`config.mk`:
```
export PLATFORM = sky130hd
export DESIGN_NAME = playfair_digraph_encryptor_flat
export DESIGN_NICKNAME = d
export VERILOG_FILES = /design/src/hdl/pfe_pkg.sv /design/src/hdl/pfe_in_if.sv /design/src/hdl/pfe_out_if.sv /design/src/hdl/pfe_datapath.sv /design/src/hdl/pfe_ctrl.sv /design/src/hdl/playfair_digraph_encryptor.sv /design/src/flat_wrapper.sv
export SDC_FILE = /design/constraint.sdc
export NUM_CORES = 1
export LEC_CHECK = 0
export BUFFER_PORTS_ARGS = -buffer_cell sky130_fd_sc_hd__buf_2
export CORE_UTILIZATION = 34
export DETAILED_ROUTE_END_ITERATION = 8
export PLACE_DENSITY = 0.51
export SYNTH_ARGS = -nofsm -noshare
export SYNTH_HDL_FRONTEND = slang
export SYNTH_SLANG_ARGS = --single-unit
```
`constraint.sdc`:
```
create_clock -name i_clk -period 5.2 [get_ports i_clk]
set_clock_uncertainty 0.1 [all_clocks]
set_input_delay 1.04 -clock i_clk [delete_from_list [all_inputs] [get_ports i_clk]]
set_output_delay 1.04 -clock i_clk [all_outputs]
set_load 0.01 [all_outputs]
```
`src/hdl/pfe_pkg.sv`:
```
// Package for the Playfair digraph encryptor: codes, constants, command and
// status structs, and small helper functions for coordinates and letters.
// Depends on nothing; every module imports it.
package pfe_pkg;

    localparam int SQ_DIM   = 5;
    localparam int SQ_CELLS = SQ_DIM * SQ_DIM;
    localparam int ALPHA    = 26;

    // ASCII codes
    localparam logic [7:0] C_SPACE   = 8'h20;
    localparam logic [7:0] C_LOWER_A = 8'h61;
    localparam logic [7:0] C_LOWER_Z = 8'h7a;
    localparam logic [7:0] C_LOWER_X = 8'h78;
    localparam logic [6:0] C_UPPER_A = 7'h41;

    // Letter indexes and square bounds
    localparam logic [4:0] C_LETTER_Q    = 5'd16;
    localparam logic [4:0] C_LAST_LETTER = 5'd25;
    localparam logic [4:0] C_FULL        = 5'd25;
    localparam logic [2:0] C_LAST_COORD  = 3'd4;

    typedef enum logic [2:0] {
        OP_START = 3'd0,
        OP_KEY   = 3'd1,
        OP_DONE  = 3'd2,
        OP_MSG   = 3'd3,
        OP_END   = 3'd4
    } t_opcode;

    typedef logic [4:0] t_letter;
    typedef logic [2:0] t_coord;

    typedef struct packed {
        t_coord row;
        t_coord col;
    } t_rc;

    // Controller to datapath
    typedef struct packed {
        logic clear;
        logic key_append;
        logic walk_start;
        logic walk_step;
        logic hold_char;
        logic pair_msg;
        logic pair_end;
        logic look_a;
        logic look_b;
        logic read_a;
        logic read_b;
        logic emit;
    } t_cmd;

    // Datapath to controller
    typedef struct packed {
        logic pend_valid;
        logic char_space;
        logic walk_last;
        logic out_free;
    } t_status;

    // Step a coordinate to the next one along, wrapping at the square edge
    function automatic t_coord wrap_inc(input t_coord v);
        wrap_inc = (v == C_LAST_COORD) ? 3'd0 : t_coord'(v + 3'd1);
    endfunction

    // Linear cell index: row * 5 + col
    function automatic logic [4:0] cell_index(input t_rc p);
        cell_index = {p.row, 2'b00} + {2'b00, p.row} + {2'b00, p.col};
    endfunction

    function automatic logic is_lower(input logic [7:0] ch);
        is_lower = (ch >= C_LOWER_A) && (ch <= C_LOWER_Z);
    endfunction

    function automatic t_letter letter_of(input logic [7:0] ch);
        logic [7:0] diff;
        diff      = ch - C_LOWER_A;
        letter_of = diff[4:0];
    endfunction

endpackage

```
`src/hdl/pfe_in_if.sv`:
```
// Input channel of the Playfair encryptor: valid/ready plus opcode and byte.
// Depends on nothing.
interface pfe_in_if;
    logic       valid;
    logic       ready;
    logic [2:0] opcode;
    logic [7:0] char_code;

    modport source (output valid, output opcode, output char_code, input ready);
    modport sink   (input valid, input opcode, input char_code, output ready);
endinterface

```
`src/hdl/pfe_out_if.sv`:
```
// Output channel of the Playfair encryptor: valid/ready plus one cipher pair.
// Depends on nothing.
interface pfe_out_if;
    logic       valid;
    logic       ready;
    logic [6:0] first_cipher;
    logic [6:0] second_cipher;
    logic       bad_letter;

    modport source (output valid, output first_cipher, output second_cipher,
                    output bad_letter, input ready);
    modport sink   (input valid, input first_cipher, input second_cipher,
                    input bad_letter, output ready);
endinterface

```
`src/hdl/pfe_datapath.sv`:
```
// Datapath of the Playfair encryptor: key square, letter position table,
// pending letter, pair lookup and the output register. Depends on pfe_pkg.
module pfe_datapath
    import pfe_pkg::*;
(
    input  logic       i_clk,
    input  logic       i_rst_n,
    input  t_cmd       i_cmd,
    output t_status    o_status,
    input  logic [7:0] i_char,
    input  logic       i_out_ready,
    output logic       o_out_valid,
    output logic [6:0] o_first,
    output logic [6:0] o_second,
    output logic       o_bad
);

    // Square contents, cell to letter, and letter to position
    t_letter          r_square [SQ_CELLS];
    t_rc              r_pos    [ALPHA];
    logic [ALPHA-1:0] r_placed;
    logic [4:0]       r_fill;
    t_rc              r_fill_rc;
    t_letter          r_walk;

    logic [7:0]       r_pend_char;
    logic             r_pend_valid;
    logic [7:0]       r_char_a;
    logic [7:0]       r_char_b;
    t_rc              r_rc_a;
    t_rc              r_rc_b;
    logic             r_bad;
    t_letter          r_let_a;
    t_letter          r_let_b;

    logic             r_out_valid;
    logic [6:0]       r_first;
    logic [6:0]       r_second;
    logic             r_out_bad;

    t_letter          app_letter;
    logic             app_ok;
    logic [7:0]       look_char;
    t_letter          look_letter;
    logic             look_hit;
    logic             same_row;
    logic             same_col;
    t_rc              tgt_a;
    t_rc              tgt_b;
    t_rc              rd_rc;
    logic [4:0]       rd_idx;
    logic             rd_valid;

    // Append: a key letter or the walk letter, if new, not q, and the square has room
    always_comb begin
        app_letter = i_cmd.walk_step ? r_walk : letter_of(i_char);
        app_ok     = (i_cmd.walk_step || (i_cmd.key_append && is_lower(i_char)))
                     && !r_placed[app_letter]
                     && (app_letter != C_LETTER_Q)
                     && (r_fill != C_FULL);
    end

    // Lookup of one pair byte in the position table
    always_comb begin
        look_char   = i_cmd.look_b ? r_char_b : r_char_a;
        look_letter = letter_of(look_char);
        look_hit    = is_lower(look_char) && r_placed[look_letter];
    end

    // Target cells by the same-row, same-column or rectangle rule
    always_comb begin
        same_row = (r_rc_a.row == r_rc_b.row);
        same_col = (r_rc_a.col == r_rc_b.col);
        if (same_row) begin
            tgt_a = '{row: r_rc_a.row, col: wrap_inc(r_rc_a.col)};
            tgt_b = '{row: r_rc_b.row, col: wrap_inc(r_rc_b.col)};
        end else if (same_col) begin
            tgt_a = '{row: wrap_inc(r_rc_a.row), col: r_rc_a.col};
            tgt_b = '{row: wrap_inc(r_rc_b.row), col: r_rc_b.col};
        end else begin
            tgt_a = '{row: r_rc_a.row, col: r_rc_b.col};
            tgt_b = '{row: r_rc_b.row, col: r_rc_a.col};
        end
        rd_rc    = i_cmd.read_b ? tgt_b : tgt_a;
        rd_idx   = cell_index(rd_rc);
        rd_valid = (rd_idx < r_fill);
    end

    // Square and position table storage
    always_ff @(posedge i_clk) begin
        if (app_ok) begin
            r_square[cell_index(r_fill_rc)] <= app_letter;
            r_pos[app_letter]               <= r_fill_rc;
        end
    end

    // Fill state, walk counter and placed bits
    always_ff @(posedge i_clk) begin
        if (!i_rst_n || i_cmd.clear) begin
            r_placed  <= '0;
            r_fill    <= '0;
            r_fill_rc <= '0;
            r_walk    <= '0;
        end else begin
            if (app_ok) begin
                r_placed[app_letter] <= 1'b1;
                r_fill               <= r_fill + 5'd1;
                if (r_fill_rc.col == C_LAST_COORD) begin
                    r_fill_rc.col <= '0;
                    r_fill_rc.row <= r_fill_rc.row + 3'd1;
                end else begin
                    r_fill_rc.col <= r_fill_rc.col + 3'd1;
                end
            end
            if (i_cmd.walk_start) begin
                r_walk <= '0;
            end else if (i_cmd.walk_step) begin
                r_walk <= r_walk + 5'd1;
            end
        end
    end

    // Pending letter flag
    always_ff @(posedge i_clk) begin
        if (!i_rst_n || i_cmd.clear) begin
            r_pend_valid <= 1'b0;
        end else if (i_cmd.hold_char) begin
            r_pend_valid <= 1'b1;
        end else if (i_cmd.pair_end) begin
            r_pend_valid <= 1'b0;
        end else if (i_cmd.pair_msg && (i_char != r_pend_char)) begin
            r_pend_valid <= 1'b0;
        end
    end

    // Pair bytes, lookups and square reads
    always_ff @(posedge i_clk) begin
        if (i_cmd.hold_char) begin
            r_pend_char <= i_char;
        end
        if (i_cmd.pair_msg) begin
            r_char_a <= r_pend_char;
            r_char_b <= (i_char == r_pend_char) ? C_LOWER_X : i_char;
        end
        if (i_cmd.pair_end) begin
            r_char_a <= r_pend_char;
            r_char_b <= C_LOWER_X;
        end
        if (i_cmd.look_a) begin
            r_rc_a <= r_pos[look_letter];
            r_bad  <= !look_hit;
        end
        if (i_cmd.look_b) begin
            r_rc_b <= r_pos[look_letter];
            r_bad  <= r_bad || !look_hit;
        end
        if (i_cmd.read_a) begin
            r_let_a <= rd_valid ? r_square[rd_idx] : '0;
        end
        if (i_cmd.read_b) begin
            r_let_b <= rd_valid ? r_square[rd_idx] : '0;
        end
    end

    // Output register: load on emit, drop once the transaction completes
    always_ff @(posedge i_clk) begin
        if (!i_rst_n) begin
            r_out_valid <= 1'b0;
        end else if (i_cmd.emit) begin
            r_out_valid <= 1'b1;
        end else if (i_out_ready) begin
            r_out_valid <= 1'b0;
        end
    end

    always_ff @(posedge i_clk) begin
        if (i_cmd.emit) begin
            r_out_bad <= r_bad;
            r_first   <= r_bad ? 7'd0 : C_UPPER_A + {2'b00, r_let_a};
            r_second  <= r_bad ? 7'd0 : C_UPPER_A + {2'b00, r_let_b};
        end
    end

    assign o_status.pend_valid = r_pend_valid;
    assign o_status.char_space = (i_char == C_SPACE);
    assign o_status.walk_last  = (r_walk == C_LAST_LETTER);
    assign o_status.out_free   = !r_out_valid || i_out_ready;

    assign o_out_valid = r_out_valid;
    assign o_first     = r_first;
    assign o_second    = r_second;
    assign o_bad       = r_out_bad;

endmodule

```
`src/hdl/pfe_ctrl.sv`:
```
// Controller of the Playfair encryptor: decodes opcodes and sequences the
// key walk and the pair lookup. Depends on pfe_pkg.
module pfe_ctrl
    import pfe_pkg::*;
(
    input  logic       i_clk,
    input  logic       i_rst_n,
    input  logic       i_in_valid,
    output logic       o_in_ready,
    input  logic [2:0] i_opcode,
    input  t_status    i_status,
    output t_cmd       o_cmd
);

    typedef enum logic [2:0] {
        S_IDLE,
        S_WALK,
        S_LOOK_A,
        S_LOOK_B,
        S_READ_A,
        S_READ_B,
        S_EMIT
    } t_state;

    t_state r_state;
    t_state n_state;
    logic   accept;

    // Decode and sequence
    always_comb begin
        o_cmd      = '0;
        n_state    = r_state;
        o_in_ready = (r_state == S_IDLE);
        accept     = i_in_valid && o_in_ready;
        unique case (r_state)
            S_IDLE: begin
                if (accept) begin
                    unique case (t_opcode'(i_opcode))
                        OP_START: begin
                            o_cmd.clear = 1'b1;
                        end
                        OP_KEY: begin
                            o_cmd.key_append = 1'b1;
                        end
                        OP_DONE: begin
                            o_cmd.walk_start = 1'b1;
                            n_state          = S_WALK;
                        end
                        OP_MSG: begin
                            if (!i_status.char_space) begin
                                if (!i_status.pend_valid) begin
                                    o_cmd.hold_char = 1'b1;
                                end else begin
                                    o_cmd.pair_msg = 1'b1;
                                    n_state        = S_LOOK_A;
                                end
                            end
                        end
                        OP_END: begin
                            if (i_status.pend_valid) begin
                                o_cmd.pair_end = 1'b1;
                                n_state        = S_LOOK_A;
                            end
                        end
                        default: begin
                        end
                    endcase
                end
            end
            S_WALK: begin
                o_cmd.walk_step = 1'b1;
                if (i_status.walk_last) begin
                    n_state = S_IDLE;
                end
            end
            S_LOOK_A: begin
                o_cmd.look_a = 1'b1;
                n_state      = S_LOOK_B;
            end
            S_LOOK_B: begin
                o_cmd.look_b = 1'b1;
                n_state      = S_READ_A;
            end
            S_READ_A: begin
                o_cmd.read_a = 1'b1;
                n_state      = S_READ_B;
            end
            S_READ_B: begin
                o_cmd.read_b = 1'b1;
                n_state      = S_EMIT;
            end
            S_EMIT: begin
                if (i_status.out_free) begin
                    o_cmd.emit = 1'b1;
                    n_state    = S_IDLE;
                end
            end
            default: begin
                n_state = S_IDLE;
            end
        endcase
    end

    // Hold state
    always_ff @(posedge i_clk) begin
        if (!i_rst_n) begin
            r_state <= S_IDLE;
        end else begin
            r_state <= n_state;
        end
    end

endmodule

```
`src/hdl/playfair_digraph_encryptor.sv`:
```
// Top level of the Playfair digraph encryptor: joins controller, datapath
// and the two channel interfaces. Depends on pfe_pkg, pfe_in_if, pfe_out_if.
//
//  channel  dir  payload                                   per transaction
//  i_in     in   opcode[2:0], char_code[7:0]               one command
//  o_out    out  first_cipher[6:0], second_cipher[6:0],    one enciphered pair
//                bad_letter
//
// Start, key byte, message-byte-without-result and message end without a
// pending letter finish on acceptance. Key done runs the fill walk, which
// visits the 26 letters one per cycle. A completed pair steps through two
// position lookups and two square reads on single ports, then emits.
// Reset clears the square, the used-letter bits and any pending letter.
// A full output register holds the sequencer in its emit step; the next
// command is still taken while a result waits to be collected.
module playfair_digraph_encryptor
    import pfe_pkg::*;
(
    input  logic      i_clk,
    input  logic      i_rst_n,
    pfe_in_if.sink    i_in,
    pfe_out_if.source o_out
);

    t_cmd    cmd;
    t_status status;

    pfe_ctrl u_ctrl (
        .i_clk      (i_clk),
        .i_rst_n    (i_rst_n),
        .i_in_valid (i_in.valid),
        .o_in_ready (i_in.ready),
        .i_opcode   (i_in.opcode),
        .i_status   (status),
        .o_cmd      (cmd)
    );

    pfe_datapath u_datapath (
        .i_clk       (i_clk),
        .i_rst_n     (i_rst_n),
        .i_cmd       (cmd),
        .o_status    (status),
        .i_char      (i_in.char_code),
        .i_out_ready (o_out.ready),
        .o_out_valid (o_out.valid),
        .o_first     (o_out.first_cipher),
        .o_second    (o_out.second_cipher),
        .o_bad       (o_out.bad_letter)
    );

endmodule

```
`src/flat_wrapper.sv`:
```
// flat-port wrapper written by rule: the top's interface ports become plain ports
module playfair_digraph_encryptor_flat import pfe_pkg::*;
  (i_clk, i_rst_n, i_in_valid, i_in_opcode, i_in_char_code, i_in_ready, o_out_valid, o_out_first_cipher, o_out_second_cipher, o_out_bad_letter, o_out_ready);
  pfe_in_if i_in_i ();
  pfe_out_if o_out_i ();
  input  logic i_clk;
  input  logic i_rst_n;
  input wire logic [$bits(i_in_i.valid)-1:0] i_in_valid;
  input wire logic [$bits(i_in_i.opcode)-1:0] i_in_opcode;
  input wire logic [$bits(i_in_i.char_code)-1:0] i_in_char_code;
  output wire logic [$bits(i_in_i.ready)-1:0] i_in_ready;
  output wire logic [$bits(o_out_i.valid)-1:0] o_out_valid;
  output wire logic [$bits(o_out_i.first_cipher)-1:0] o_out_first_cipher;
  output wire logic [$bits(o_out_i.second_cipher)-1:0] o_out_second_cipher;
  output wire logic [$bits(o_out_i.bad_letter)-1:0] o_out_bad_letter;
  input wire logic [$bits(o_out_i.ready)-1:0] o_out_ready;
  assign i_in_i.valid = i_in_valid;
  assign i_in_i.opcode = i_in_opcode;
  assign i_in_i.char_code = i_in_char_code;
  assign i_in_ready = i_in_i.ready;
  assign o_out_valid = o_out_i.valid;
  assign o_out_first_cipher = o_out_i.first_cipher;
  assign o_out_second_cipher = o_out_i.second_cipher;
  assign o_out_bad_letter = o_out_i.bad_letter;
  assign o_out_i.ready = o_out_ready;
  playfair_digraph_encryptor u_core (.i_clk(i_clk), .i_rst_n(i_rst_n), .i_in(i_in_i), .o_out(o_out_i));
endmodule
```
==> impl_metrics.ini, run 1 <==
[power]
seq_power_share_pct = 48.8
peakVddDrop_mv = 0.2215
leakage_nw = 6.804
combPwrFrac_pct = 8.7
power_density_nw_per_um2 = 367.0
netSwitchingFraction_pct = 23.42
p_clk_share_pct = 42.5
internal_power_mw = 5.524
power.switching_mw = 1.689

[critical_path]
crit_type = flop to flop
worstPathMaxFanout = 6
crit_path_end_kind = flop
startpoint_type = flop
cp.required_ns = 5.39
timing.rr.end = u_core.u_datapath.r_let_b[4]$_DFFE_PP_
reg2reg_depth = 17
rrSetupSlack_ns = 0.78
worstPathArrival_ns = 4.61
rr_startpoint = u_core.u_datapath.r_rc_a[2]$_DFFE_PP_

[route]
post_drt_wl_per_cell_um = 20.57
drtAntennaViolNets = 0
via_per_inst = 5.066
drc_errors = 0
drtPass1Iterations = 5
wl_um = 38780
drt-initial-drc-count = 639
via_count = 9550

[placement]
dp_slack_ns = 0.5234
postPlaceCellArea_um2 = 18250
hpwl_um = 25470
port-buffer-count = 31
numPlacedInstances = 1808
gp_congestion = 0.7990

[hold_path]
whs_path_depth = 2
worstHoldStart = u_core.u_datapath.r_char_b[1]$_SDFFE_PP0P_
hold_end = u_core.u_datapath.r_char_b[1]$_SDFFE_PP0P_
hp-class = flop to flop

[outcome]
status = finished clean

[finish]
final_cells = 1885
drive_gt1_share_pct = 21.05
fin_area_um2 = 19650
syn_to_final_growth_pct = 15.14
diodes = 0
fin_util_pct = 39.90
final_nets = 1245

[clocking]
post-cts-setup-buffers = 0
cts_tree = yes
post_cts_resized = 0
cts_root_buf = clkbuf_16
worstSkewPairLatency_ns = 0.57
htree_levels = 2
cts-hold-fix-buffers = 0
cts.path.max_buffers = 3
cts_buffers = 43
clock_sinks = 389
clkSlewWorstSetupHoldPaths_ns = 0.06

[die]
initial_core_util_pct = 34.66
die_w_um = 226.1
dieHeight_um = 226.1
rows = 81
core_area_um2 = 49250
fp.dieArea_um2 = 51110
io_pins = 32

[sta]
hold_viol = 0
period_minus_slack_ns = 4.420
fin_crit_sh_pct = 85.00
slew_viol_final = 0
rsz0062_at_grt = no
fmax_mhz = 226.2
tns_ns = 0
worst_pin_slew_ns = 1.142
finalSetupViolCount = 0
relSlewSlack_pct = 23.70
setup_ws_ns = 0.7800

[global_routing]
antenna_found_initial = 0
grt_max_degree = 53
grt_pass1_vias = 9664
grt_pass1_wl_um = 59620
track_usage_pct = 15.69
grt-ovfl-total = 0

[synthesis]
synth_top_family_by_area = multiplexers
synth-adder-area-share_pct = 3.181
syn_area_um2 = 17070
synthSimpleGateAreaFrac_pct = 7.901
synth_xor_area_share_pct = 2.001
syn_inst = 1107
synth.distinct_cells = 71
synth_compound_area_share_pct = 6.076
synthMuxAreaShare_pct = 12.99
ys_warn_count = 0
ys_ff_latch = 389
async_flop_share_pct = 0
synth-edff-count = 334
ys.flop_type = edfxtp_1
yosysSeqAreaShare_pct = 65.21
avgSynthCellArea_um2 = 15.42

[flow_run]
maxCapViolations = 0
-- through the flow --
stage,power (mW),hold WS [ns]
floorplan,4.003,0.3241
global placement,4.223,0.3423
detailed placement,4.223,0.3405
CTS,7.303,0.3590
global route,7.472,0.3892
finish,7.214,0.3514
-- sequential cells by signal, summed over array words and instances, names as in the netlist, 7 cells and up --
signal                         flops
u_core.u_datapath.r_pos          156
u_core.u_datapath.r_square       125
u_core.u_datapath.r_placed        26
u_core.u_datapath.r_char_a         8
u_core.u_datapath.r_char_b         8
u_core.u_datapath.r_pend_char      8
u_core.u_datapath.o_first          7
-- cells by family after synthesis --
| logic type | Yosys count |
|---|---|
| other | 1 |
| buffers and inverters | 92 |
| multiplexers | 122 |
| AND/OR/NAND/NOR | 275 |
| AO/OA/AOI/OAI | 148 |
| XOR/XNOR | 39 |
| flip-flops | 389 |
| adder cells (fa/ha/maj) | 41 |
-- cell usage after synthesis, types with 3 or more instances --
library cell  instances  area [um2]
edfxtp_1            334       10030
nor2_1               86       322.8
mux4_2               79        1779
nand2_1              66       247.7
dfxtp_1              55        1101
mux2i_1              41       410.4
a21oi_1              38       190.2
ha_1                 37       462.9
inv_1                36       135.1
nand3_1              31       155.2
clkbuf_1             25       93.84
o21ai_0              23       115.1
xnor2_1              22       192.7
nor3_1               20       100.1
o21a_1               18       135.1
xor2_1               17       148.9
nor2b_1              14       87.58
buf_2                11       55.05
buf_6                 9       101.4
a21o_1                8       60.06
or3_1                 8       50.05
a22oi_1               7       52.55
a31o_2                7       61.31
nand2b_1              7       43.79
nand3b_1              7       52.55
nand4_1               7       43.79
nor3b_1               7       52.55
o22ai_1               7       43.79
buf_4                 5       37.54
a31oi_1               4       25.02
a32oi_1               4       35.03
and2_1                4       25.02
fa_1                  4       80.08
a21boi_0              3       22.52
buf_1                 3       11.26
nand4b_1              3       26.28
o22a_1                3       26.28
o31a_1                3       26.28
o41ai_2               3       48.80
-- cell type report --
type | count | area, um2
flip-flops and latches | 389 | 11130
well taps | 664 | 830.8
multi-input cells | 631 | 5553
repair buffers | 85 | 585.6
clock inverters | 26 | 289.0
clock buffers | 51 | 1116
inverters | 39 | 148.9
fillers | 4580 | 29600
-- layer usage --
metal	wire, um	up-vias	track usage [%]	share of wire (%)
li1	-	4426	-	-
met1	18000	4860	21.83	46
met2	18000	211	24.70	46
met3	2068	53	3.565	5.3
met4	699	0	3.989	1.8
met5	0	-	0	0
-- power groups by stage --
stage	registers (mW)	clock network (mW)	logic [mW]
floorplan	3.58	0	0.423
global placement	3.58	0	0.638
detailed placement	3.59	0	0.636
CTS	3.52	3.14	0.638
global route	3.52	3.26	0.686
finish	3.52	3.06	0.628
-- how the worst max path moves through the flow --
stage                                                from                                 endpoint
finish              u_core.u_datapath.r_rc_a[2]$_DFFE_PP_   u_core.u_datapath.r_let_b[4]$_DFFE_PP_
global placement                        i_in_char_code[0]  u_core.u_datapath.r_pos[5][4]$_DFFE_PP_
detailed placement                      i_in_char_code[0]  u_core.u_datapath.r_pos[5][2]$_DFFE_PP_
floorplan           u_core.u_datapath.r_rc_b[5]$_DFFE_PP_   u_core.u_datapath.r_let_a[0]$_DFFE_PP_
CTS                 u_core.u_datapath.r_rc_b[0]$_DFFE_PP_   u_core.u_datapath.r_let_a[4]$_DFFE_PP_
global route        u_core.u_datapath.r_rc_b[0]$_DFFE_PP_   u_core.u_datapath.r_let_b[4]$_DFFE_PP_
-- critical path, cell delays in order (launching register included) --
cell and delay, ns:
edfxtp_1 0.48, xnor2_1 0.18, nand3_1 0.16, nor2_1 0.34, mux2i_1 0.13, mux2i_1 0.21
inv_1 0.09, fa_1 0.53, inv_1 0.07, ha_1 0.27, a21o_1 0.10, a21oi_1 0.07
xnor2_1 0.58, inv_1 0.10, ha_1 0.30, nor2_1 0.04, a21oi_1 0.28, nor2_1 0.12
-- layout by cell type (no fill, tap or decap), drive strengths merged, types with 6 or more instances in the layout --
cell,n
mux2i,43
nor3,21
bufinv,6
a21oi,38
or3,8
o21a,18
nor2,87
a31o,7
nand4,8
buf,85
clkbuf,51
xnor2,22
edfxtp,334
nor2b,14
nand3,31
o22ai,7
nor3b,8
conb,6
a21o,8
mux4,79
o21ai,23
nand2b,7
nand2,66
nand3b,7
a22oi,7
clkinv,17
ha,37
xor2,17
dfxtp,55
inv,40
Note: power is estimated with default switching activity, not from simulation.
==> run 2: changes to the inputs <==
--- a/config.mk
+++ b/config.mk
@@ -8,7 +8,7 @@
 export BUFFER_PORTS_ARGS = -buffer_cell sky130_fd_sc_hd__buf_2
 export CORE_UTILIZATION = 34
 export DETAILED_ROUTE_END_ITERATION = 8
-export PLACE_DENSITY = 0.51
+export PLACE_DENSITY = 0.53
 export SYNTH_ARGS = -nofsm -noshare
 export SYNTH_HDL_FRONTEND = slang
 export SYNTH_SLANG_ARGS = --single-unit
==> constraint.sdc (replaced) <==
create_clock -name i_clk -period 4 [get_ports i_clk]
set_clock_uncertainty 0.1 [all_clocks]
set_input_delay 0.8 -clock i_clk [delete_from_list [all_inputs] [get_ports i_clk]]
set_output_delay 0.8 -clock i_clk [all_outputs]
set_load 0.01 [all_outputs]
==> run 2 against run 1 <==
Die area unchanged. Sequential power increased by 30%. Register-to-register slack got worse by 0.60 ns. Cell count increased by 3.9%. Critical path depth increased by 3. Largest cell class unchanged. Largest power group unchanged.
==> impl_metrics.ini, run 2 (synthesis gave the netlist of run 1 again) <==
[sta]
fmax_mhz = 261.6
rsz0062_at_grt = yes
finalSetupViolCount = 0
relSlewSlack_pct = 36.67
setup_ws_ns = 0.1780
worst_pin_slew_ns = 0.9479
period_minus_slack_ns = 3.822
hold_viol = 0
fin_crit_sh_pct = 95.55
slew_viol_final = 0

[die]
rows = 81
die_w_um = 226.1
initial_core_util_pct = 34.66
fp.dieArea_um2 = 51110
core_area_um2 = 49250
io_pins = 32
dieHeight_um = 226.1

[route]
drc_errors = 0
via_per_inst = 5.005
post_drt_wl_per_cell_um = 19.20
wl_um = 37620
drtPass1Iterations = 5
drt-initial-drc-count = 719
via_count = 9804
drtAntennaViolNets = 0

[clocking]
cts_root_buf = clkbuf_16
cts.path.max_buffers = 3
cts_buffers = 42
cts-hold-fix-buffers = 0
htree_levels = 2
clock_sinks = 389
clkSlewWorstSetupHoldPaths_ns = 0.06
cts_tree = yes
worstSkewPairLatency_ns = 0.58

[critical_path]
rrSetupSlack_ns = 0.18
startpoint_type = flop
worstPathCellList = buf_4, buf_4, inv_1, ha_1, nor2_1, mux2i_1, a21oi_1, a21oi_1, fa_1, inv_2, ha_4, a21o_1, a21oi_2, xnor2_2, inv_1, ha_1, nor2_1, a21oi_1, buf_4, nor2_1
worstPathMaxFanout = 5
slowest_delay_ns = 0.47
reg2reg_depth = 20
worstPathArrival_ns = 4.02
rr_startpoint = u_core.u_datapath.r_rc_a[0]$_DFFE_PP_
cp.required_ns = 4.20
timing.rr.end = u_core.u_datapath.r_let_b[4]$_DFFE_PP_
cp_slowest_cell = fa_1
crit_path_end_kind = flop
crit_type = flop to flop

[finish]
top_register = u_core.u_datapath.r_pos
syn_to_final_growth_pct = 19.09
final_common_cell = edfxtp_1
largest_reg_flops = 156
fin_area_um2 = 20330
regArea_um2 = 11130
multi_input_area_um2 = 5619
final_nets = 1318
nFillCells = 4540
final_cell_mix = edfxtp_1, buf_4, nor2_1
top_regs = u_core.u_datapath.r_pos: 156 flops, u_core.u_datapath.r_square: 125 flops, u_core.u_datapath.r_placed: 26 flops
diodes = 0
drive_gt1_share_pct = 26.72

[power]
leakage_nw = 7.202
peakVddDrop_mv = 0.2865
power_density_nw_per_um2 = 457.4

[hold_path]
worstHoldStart = u_core.u_datapath.r_char_b[1]$_SDFFE_PP0P_
hold_end = u_core.u_datapath.r_char_b[1]$_SDFFE_PP0P_
whs_path_depth = 2
hp-class = flop to flop

[placement]
hpwl_um = 25270
postPlaceCellArea_um2 = 18830
dp_slack_ns = -0.04552
gp_congestion = 0.8061
port-buffer-count = 31

[outcome]
status = finished clean

[global_routing]
grt-ovfl-total = 0
track_usage_pct = 15.23
grtUsageMet2_pct = 24.86
grt_pass1_vias = 9969
grt_use_met1_pct = 20.54
grt_use_met3_pct = 2.797
grt_pass1_wl_um = 58730
antenna_found_initial = 0
busiest_layer = met2
grt_max_degree = 53

[flow_run]
maxCapViolations = 0
==> run 2: cell types whose count changed in the layout (fill, tap and decap cells not counted), moves of 2 or more <==
cell / before / now
a21oi_1: 36 / 34
a21oi_2: 2 / 4
buf_12: 2 / 7
buf_4: 52 / 118
bufinv_16: 6 / 4
clkbuf_1: 7 / 5
clkbuf_8: 1 / 3
clkinv_2: 7 / 10
nor2_1: 85 / 81
nor2_2: 2 / 6
==> run 2: worst max-delay path, delay by kind of cell (launching register included) <==
kind	cells	cell delay [ns]
adder cells (fa/ha/maj)	4	1.13
AO/OA/AOI/OAI	5	0.76
buffers and inverters	6	0.70
flip-flops	1	0.42
AND/OR/NAND/NOR	3	0.16
multiplexers	1	0.14
XOR/XNOR	1	0.14
==> run 2: worst max path at each step <==
stage / start / endpoint / depth (start not counted) / slack (ns)
6_report: u_core.u_datapath.r_rc_a[0]$_DFFE_PP_ / u_core.u_datapath.r_let_b[4]$_DFFE_PP_ / 20 / 0.18
2_1_floorplan: u_core.u_datapath.r_rc_b[5]$_DFFE_PP_ / u_core.u_datapath.r_let_a[0]$_DFFE_PP_ / 15 / 0.002
4_1_cts: u_core.u_datapath.r_rc_b[5]$_DFFE_PP_ / u_core.u_datapath.r_let_b[1]$_DFFE_PP_ / 18 / 0.05
3_3_place_gp: u_core.u_datapath.r_rc_a[1]$_DFFE_PP_ / u_core.u_datapath.r_let_b[4]$_DFFE_PP_ / 13 / 0.04
5_1_grt: u_core.u_datapath.r_rc_a[3]$_DFFE_PP_ / u_core.u_datapath.r_let_b[3]$_DFFE_PP_ / 18 / -0.07
3_5_place_dp: u_core.u_datapath.r_rc_b[2]$_DFFE_PP_ / u_core.u_datapath.r_let_a[2]$_DFFE_PP_ / 13 / -0.05
==> run 2: cell type report <==
cell class	instances	area share, %
clock buffer	50	5.465
clock inverter	27	1.299
multi-input combinational	631	27.64
tap	664	4.087
inverter	39	0.7324
timing repair buffer	159	6.025
sequential	389	54.75
==> run 2: timing repair <==
action,in CTS,in global routing
buffers inserted,1,5
cloned,0,1
gates resized for setup,0,13
setup endpoints to repair,10,10
pin swaps,1,11
==> run 2: power breakdown <==
group	total (mW)	switching (mW)	internal [mW]
Combinational	0.878	0.549	0.329
Clock	3.85	1.60	2.25
Sequential	4.57	0.0340	4.53
Total	9.30	2.18	7.12
==> run 2: routing by layer <==
layer,part of all wire [%],up-vias
met4,2.3,0
met5,0,-
met2,48,195
met3,4.4,60
li1,-,4580
met1,45,4969
==> run 2: per-stage QoR <==
| stage | setup TNS, ns | utilization (%) | hold WS (ns) | cells | power, mW |
|---|---|---|---|---|---|
| 2_1_floorplan | 0 | - | 0.3241 | 1112 | 5.210 |
| 3_3_place_gp | 0 | 38.22 | 0.3363 | 1875 | 5.506 |
| 3_5_place_dp | -0.3551 | 38.22 | 0.3425 | 1875 | 5.518 |
| 4_1_cts | 0 | 41.05 | 0.3333 | 1953 | 9.408 |
| 5_1_grt | -0.6331 | 41.27 | 0.3525 | 1959 | 9.660 |
| 6_report | 0 | 41.27 | 0.3578 | 1959 | 9.298 |
